<file path="src/hdl/ccrc_pkg.sv">
// Shared constants, types and register indexes of the configurable CRC remainder block.
`timescale 1ns / 1ps
`default_nettype none

package ccrc_pkg;

   // Limits of the division datapath
   localparam int MAX_MSG_BITS = 64;
   localparam int MAX_DEGREE   = 32;

   // Division steps handled by one pipeline stage
   localparam int STEPS      = 8;
   localparam int NUM_STAGES = (MAX_MSG_BITS + STEPS - 1) / STEPS;
   localparam int PAD_BITS   = NUM_STAGES * STEPS;
   localparam int WORK_W     = PAD_BITS + MAX_DEGREE;

   // Field widths of the ports
   localparam int DATA_W     = 64;
   localparam int REM_W      = 32;
   localparam int GEN_W      = 33;
   localparam int DEG_W      = 6;
   localparam int LEN_W      = 7;
   localparam int CSR_IDX_W  = 2;
   localparam int CSR_DATA_W = 33;

   // Widths of the saturated degree and message length
   localparam int DEG_SAT_W = $clog2(MAX_DEGREE + 1);
   localparam int LEN_SAT_W = $clog2(MAX_MSG_BITS + 1);

   // Register indexes
   localparam logic [CSR_IDX_W-1:0] CSR_GENERATOR  = 2'd0;
   localparam logic [CSR_IDX_W-1:0] CSR_DEGREE     = 2'd1;
   localparam logic [CSR_IDX_W-1:0] CSR_MSG_LENGTH = 2'd2;

   // Register reset values
   localparam logic [GEN_W-1:0] GEN_RESET = 33'd37;
   localparam logic [DEG_W-1:0] DEG_RESET = 6'd5;
   localparam logic [LEN_W-1:0] LEN_RESET = 7'd32;

   // Running dividend: padded message bits above, one remainder window below
   typedef logic [WORK_W-1:0] work_type;

   // Settings derived from the registers, ready for the datapath
   typedef struct packed {
      logic [PAD_BITS-1:0]   en;    // step enable, one bit per dividend position
      logic [MAX_DEGREE-1:0] poly;  // generator low bits, top-aligned in the window
      logic [MAX_DEGREE-1:0] mask;  // remainder mask, low degree bits set
   } cfg_type;

endpackage

`default_nettype wire

</file>
<file path="src/hdl/ccrc_csr.sv">
// Configuration registers and the derived step enables, aligned polynomial and mask.
`timescale 1ns / 1ps
`default_nettype none

module ccrc_csr (
   input  wire logic                             clock,
   input  wire logic                             reset,
   input  wire logic                             csr_valid,
   output logic                                  csr_ready,
   input  wire logic [ccrc_pkg::CSR_IDX_W-1:0]   csr_index,
   input  wire logic [ccrc_pkg::CSR_DATA_W-1:0]  csr_data,
   output ccrc_pkg::cfg_type                     cfg
);
   import ccrc_pkg::*;

   logic [GEN_W-1:0] gen_ff, gen_in;
   logic [DEG_W-1:0] deg_ff, deg_in;
   logic [LEN_W-1:0] len_ff, len_in;
   cfg_type          cfg_ff, cfg_in;

   // Saturate degree and length, then build enables, mask and aligned polynomial
   function automatic cfg_type derive(input logic [GEN_W-1:0] gen,
                                      input logic [DEG_W-1:0] deg,
                                      input logic [LEN_W-1:0] len);
      cfg_type               c;
      logic [DEG_SAT_W-1:0]  deg_sat;
      logic [LEN_SAT_W-1:0]  len_sat;
      logic [MAX_DEGREE-1:0] g_low;
      deg_sat = (deg > DEG_W'(MAX_DEGREE)) ? DEG_SAT_W'(MAX_DEGREE) : deg[DEG_SAT_W-1:0];
      len_sat = (len > LEN_W'(MAX_MSG_BITS)) ? LEN_SAT_W'(MAX_MSG_BITS)
                                             : len[LEN_SAT_W-1:0];
      for (int j = 0; j < MAX_DEGREE; j++) begin
         c.mask[j] = (j < int'(deg_sat));
      end
      g_low  = gen[MAX_DEGREE-1:0] & c.mask;
      c.poly = g_low << (DEG_SAT_W'(MAX_DEGREE) - deg_sat);
      for (int p = 0; p < PAD_BITS; p++) begin
         c.en[p] = (p >= int'(deg_sat)) && (p < int'(len_sat));
      end
      return c;
   endfunction

   // Take a word into the addressed register; other indexes are dropped
   always_comb begin
      gen_in = gen_ff;
      deg_in = deg_ff;
      len_in = len_ff;
      if (csr_valid) begin
         case (csr_index)
            CSR_GENERATOR:  gen_in = csr_data[GEN_W-1:0];
            CSR_DEGREE:     deg_in = csr_data[DEG_W-1:0];
            CSR_MSG_LENGTH: len_in = csr_data[LEN_W-1:0];
            default: ;
         endcase
      end
      cfg_in = derive(gen_in, deg_in, len_in);
   end

   always_ff @(posedge clock) begin
      if (reset) begin
         gen_ff <= GEN_RESET;
         deg_ff <= DEG_RESET;
         len_ff <= LEN_RESET;
         cfg_ff <= derive(GEN_RESET, DEG_RESET, LEN_RESET);
      end else begin
         gen_ff <= gen_in;
         deg_ff <= deg_in;
         len_ff <= len_in;
         cfg_ff <= cfg_in;
      end
   end

   assign csr_ready = 1'b1;
   assign cfg       = cfg_ff;

endmodule

`default_nettype wire

</file>
<file path="src/hdl/ccrc_stage.sv">
// One pipeline stage: a group of conditional XOR-and-shift division steps.
`timescale 1ns / 1ps
`default_nettype none

module ccrc_stage (
   input  wire logic                              clock,
   input  wire logic                              reset,
   input  wire logic                              in_valid,
   output logic                                   in_ready,
   input  wire ccrc_pkg::work_type                in_w,
   input  wire logic [ccrc_pkg::STEPS-1:0]        en,
   input  wire logic [ccrc_pkg::MAX_DEGREE-1:0]   poly,
   output logic                                   out_valid,
   input  wire logic                              out_ready,
   output ccrc_pkg::work_type                     out_w
);
   import ccrc_pkg::*;

   logic     valid_ff, valid_in;
   work_type w_ff;
   work_type w;
   work_type w_rot;

   // Test the top bits one by one; a set bit pulls the polynomial in below it
   always_comb begin
      w = in_w;
      for (int k = 0; k < STEPS; k++) begin
         if (en[STEPS-1-k] && w[WORK_W-1-k]) begin
            w[WORK_W-2-k -: MAX_DEGREE] = w[WORK_W-2-k -: MAX_DEGREE] ^ poly;
         end
      end
      // Rotate the finished bits to the bottom so the next stage sees its bits on top
      w_rot = {w[WORK_W-STEPS-1:0], w[WORK_W-1 -: STEPS]};
   end

   // Advance when the slot is empty or being drained
   assign in_ready = !valid_ff || out_ready;
   assign valid_in = in_ready ? in_valid : valid_ff;

   always_ff @(posedge clock) begin
      if (reset) begin
         valid_ff <= 1'b0;
      end else begin
         valid_ff <= valid_in;
      end
   end

   always_ff @(posedge clock) begin
      if (in_ready && in_valid) begin
         w_ff <= w_rot;
      end
   end

   assign out_valid = valid_ff;
   assign out_w     = w_ff;

endmodule

`default_nettype wire

</file>
<file path="src/hdl/ccrc_out.sv">
// Output register: masks the remainder window to the degree and holds the result word.
`timescale 1ns / 1ps
`default_nettype none

module ccrc_out (
   input  wire logic                              clock,
   input  wire logic                              reset,
   input  wire logic                              in_valid,
   output logic                                   in_ready,
   input  wire ccrc_pkg::work_type                in_w,
   input  wire logic [ccrc_pkg::MAX_DEGREE-1:0]   mask,
   output logic                                   rsp_valid,
   input  wire logic                              rsp_ready,
   output logic [ccrc_pkg::REM_W-1:0]             rsp_data
);
   import ccrc_pkg::*;

   logic             valid_ff, valid_in;
   logic [REM_W-1:0] data_ff, data_in;

   // After the full rotation the remainder sits in the lowest window bits
   assign data_in  = REM_W'(in_w[MAX_DEGREE-1:0] & mask);

   assign in_ready = !valid_ff || rsp_ready;
   assign valid_in = in_ready ? in_valid : valid_ff;

   always_ff @(posedge clock) begin
      if (reset) begin
         valid_ff <= 1'b0;
      end else begin
         valid_ff <= valid_in;
      end
   end

   // Hold the word while the consumer stalls
   always_ff @(posedge clock) begin
      if (in_ready && in_valid) begin
         data_ff <= data_in;
      end
   end

   assign rsp_valid = valid_ff;
   assign rsp_data  = data_ff;

endmodule

`default_nettype wire

</file>
<file path="src/hdl/configurable_crc_remainder.sv">
// Top level of the configurable CRC remainder block.
// Each req word is divided over GF(2) by the configured generator, without zero
// augmentation, and the low degree bits of the remainder come back as one rsp word.
// The division runs as a pipeline of eight stages of eight conditional XOR steps
// each, followed by an output register, and a new word is accepted every cycle
// while rsp_tready stays high. Backpressure stalls every full stage in place.
// Write the registers only while no word is in flight; a write takes effect for
// words accepted from the next cycle on. There is no clearing pass after reset.
`timescale 1ns / 1ps
`default_nettype none

module configurable_crc_remainder (
   input  wire logic                             clock,
   input  wire logic                             reset,
   // req_tdata: data_word[63:0]
   input  wire logic                             req_tvalid,
   output logic                                  req_tready,
   input  wire logic [ccrc_pkg::DATA_W-1:0]      req_tdata,
   // rsp_tdata: remainder[31:0]
   output logic                                  rsp_tvalid,
   input  wire logic                             rsp_tready,
   output logic [ccrc_pkg::REM_W-1:0]            rsp_tdata,
   // csr_index: 0 generator, 1 degree, 2 msg_length
   input  wire logic                             csr_valid,
   output logic                                  csr_ready,
   input  wire logic [ccrc_pkg::CSR_IDX_W-1:0]   csr_index,
   input  wire logic [ccrc_pkg::CSR_DATA_W-1:0]  csr_data
);
   import ccrc_pkg::*;

   cfg_type  cfg;
   logic     valid_s [0:NUM_STAGES];
   logic     ready_s [0:NUM_STAGES];
   work_type w_s     [0:NUM_STAGES];

   ccrc_csr u_csr (
      .clock     (clock),
      .reset     (reset),
      .csr_valid (csr_valid),
      .csr_ready (csr_ready),
      .csr_index (csr_index),
      .csr_data  (csr_data),
      .cfg       (cfg)
   );

   // Place the message bits above an empty remainder window
   assign valid_s[0] = req_tvalid;
   assign req_tready = ready_s[0];
   assign w_s[0]     = {PAD_BITS'(req_tdata[MAX_MSG_BITS-1:0]), {MAX_DEGREE{1'b0}}};

   // Division stages, highest dividend positions first
   for (genvar k = 0; k < NUM_STAGES; k++) begin : g_stage
      ccrc_stage u_stage (
         .clock     (clock),
         .reset     (reset),
         .in_valid  (valid_s[k]),
         .in_ready  (ready_s[k]),
         .in_w      (w_s[k]),
         .en        (cfg.en[PAD_BITS-1-k*STEPS -: STEPS]),
         .poly      (cfg.poly),
         .out_valid (valid_s[k+1]),
         .out_ready (ready_s[k+1]),
         .out_w     (w_s[k+1])
      );
   end

   ccrc_out u_out (
      .clock     (clock),
      .reset     (reset),
      .in_valid  (valid_s[NUM_STAGES]),
      .in_ready  (ready_s[NUM_STAGES]),
      .in_w      (w_s[NUM_STAGES]),
      .mask      (cfg.mask),
      .rsp_valid (rsp_tvalid),
      .rsp_ready (rsp_tready),
      .rsp_data  (rsp_tdata)
   );

endmodule

`default_nettype wire

</file>
<file path="config.mk">
export PLATFORM = sky130hd
export DESIGN_NAME = configurable_crc_remainder
export DESIGN_NICKNAME = d
export VERILOG_FILES = /design/src/hdl/ccrc_pkg.sv /design/src/hdl/ccrc_csr.sv /design/src/hdl/ccrc_stage.sv /design/src/hdl/ccrc_out.sv /design/src/hdl/configurable_crc_remainder.sv
export SDC_FILE = /design/constraint.sdc
export NUM_CORES = 2
export LEC_CHECK = 0
export BUFFER_PORTS_ARGS = -buffer_cell sky130_fd_sc_hd__buf_4
export CORE_MARGIN = 2
export CORE_UTILIZATION = 50
export DETAILED_ROUTE_END_ITERATION = 16
export PLACE_DENSITY_LB_ADDON = 0.05
export SLEW_MARGIN = 20
export SYNTH_ARGS = -nofsm -noshare
export SYNTH_HDL_FRONTEND = slang
export SYNTH_HIERARCHICAL = 1
export SYNTH_SLANG_ARGS = --single-unit
</file>
<file path="constraint.sdc">
create_clock -name clock -period 4.15 [get_ports clock]
set_input_delay 0.415 -clock clock [delete_from_list [all_inputs] [get_ports clock]]
set_output_delay 0.415 -clock clock [all_outputs]
set_load 0.02 [all_outputs]
</file>
==> results.yml <==
status:
  status: "finished clean"
placed_design:
  dp_cells: 6531
  dp_hpwl_microns: 89400
  place.gp.congestion: 0.940
  io_buffers: 136
finish:
  area_growth_pct: 10.1
  final_util: 0.555
  final_cells: 6680
  nets: 5549
  drive_above_1_share: 0.123
timing:
  fmax_mhz: 255
  hold_violations: 0
  rsz0062_at_grt: "no"
  drv_slew: 0
  relSlewSlack: 0.258
  min_period_ps: 3920
  period_share: 0.946
  fin_skew_ps: 75.7
  setup_viol: 0
  worst_pin_slew_ps: 1100
global_route:
  grt_pass1_wl_microns: 198000
  grt_use_total: 0.260
  antenna_found_initial: 1
  grt_pass1_vias: 34500
  grt.overflow.total: 0
  grt_max_degree: 64
floorplan:
  die_area_sq_um: 94800
  start_util: 0.504
  die_y_microns: 308
  ios: 139
  coreArea_sq_um: 91500
  die_x_microns: 308
  rows: 111
clock_network:
  htreeDepth: 2
  numCtsBuffers: 59
  worstSkewPairLatency_ps: 700
  cts_sinks: 516
  cts_tree: "built"
  clockRootBuffer: "clkbuf_16"
  path_clk_slew_ps: 60
  max-clock-path-buffers: 3
critical_path:
  critPathLaunchType: "register"
  crit_required_ps: 4510
  critPathKind: "reg2reg"
  worst-path-max-fanout: 31
  worstSetupEndpointType: "register"
  cp.arrival_ps: 4290
power:
  power.density_nw_per_um2: 328
  vdd_ir_drop_max_uv: 355
  p_total_mw: 16.7
  leakage_nw: 16.9
route:
  final_antenna_net_count: 0
  drt_wl_total_microns: 125000
  dr.pass1.iters: 8
  wl_per_cell_microns: 18.7
  vias_per_cell: 5.44
  vias: 36300
  first_iter_violations: 2637
  drc_errors: 0
min_path:
  worstHoldPathType: "in2reg"
synthesis:
  mappedNetlistArea_sq_um: 46200
  synth_area_per_cell_sq_um: 8.35
  syn_nets: 5636
  netlist_instances: 5529
  yosysWarnings: 6
job:
  max-cap-violations: 0
==> critical path, cell delays in order (launching register included) <==
cell	delay, ps
dfxtp_4	410
buf_12	130
nand3_2	80
mux2_4	340
and3b_1	190
o2111a_1	240
or2_4	260
xnor2_4	200
a21oi_1	90
or4b_4	500
and4b_1	310
o21ai_4	170
buf_12	250
mux2i_1	250
xnor2_1	130
==> flip-flops by register name, indices dropped and copies added (netlist names) <==
| signal | count |
|---|---|
| g_stage.u_stage/out_w | 304 |
| u_csr/cfg | 126 |
| u_csr/gen_ff | 32 |
| u_out/rsp_data | 32 |
| g_stage.u_stage/out_valid | 8 |
| u_csr/len_ff | 7 |
| u_csr/deg_ff | 6 |
| u_out/rsp_valid | 1 |
==> metrics by stage <==
| step | area (sq um) | hold WS, ps | setup TNS [ps] | setup WS, ps |
|---|---|---|---|---|
| finish | 50800 | 49.4 | 0 | 226 |
| global route | 50800 | 37.0 | 0 | 17.4 |
| CTS | 50700 | 0.412 | 0 | 41.0 |
| detailed placement | 48400 | 405 | 0 | 89.6 |
| global placement | 48400 | 401 | -90.8 | -13.1 |
| floorplan | 46200 | 400 | 0 | 198 |
==> final timing paths <==
kind | start | to | slack (ps) | depth (start not counted)
max | u_csr/cfg[63] | g_stage[0].u_stage/out_w[76] | 230 | 14
min | csr_data[14] | u_csr/gen_ff[14] | 50 | 3
max reg2reg | u_csr/cfg[63] | g_stage[0].u_stage/out_w[76] | 230 | 14
min reg2reg | g_stage[0].u_stage/out_valid | g_stage[1].u_stage/out_valid | 390 | 2
==> per-layer routing <==
metal	wire, microns	global-route usage	vias up
met5	12	0	-
met4	2820	0.0647	2
met3	5320	0.0282	161
met2	59800	0.444	726
met1	56700	0.351	17200
li1	-	-	18200
==> timing repair <==
action,CTS,global route
endpoints found under the setup margin,0,160
hold endpoints to repair,27,0
hold buffers,27,0
setup buffers,0,9
gates resized for setup,0,11
==> cell type report <==
class,count,area (sq um)
clock buffer,85,1690
antenna,1,2.50
clock inverter,27,284
fill,8400,40700
inverter,20,77.6
tap,1186,1480
sequential,516,13700
timing repair buffer,405,3460
multi-input combinational,4440,30100
==> power breakdown <==
part           internal [mW]  switching, mW
combinational           2.22           3.12
clock                   2.97           2.28
sequential              5.79          0.315
==> cell usage in the layout, fill, tap and decap left out, drive strengths merged, types with 28 or more instances in the layout <==
cell type     n
a211oi       28
xnor2      1234
buf         378
clkbuf       85
mux2i       257
and3         31
xor2        243
nor2        128
nand2      1181
dfxtp       180
o21ai       213
mux2         28
nand3       406
and2        109
edfxtp      336
nor3         63
a21oi       115
No activity file was read; power rests on OpenSTA's default activity.
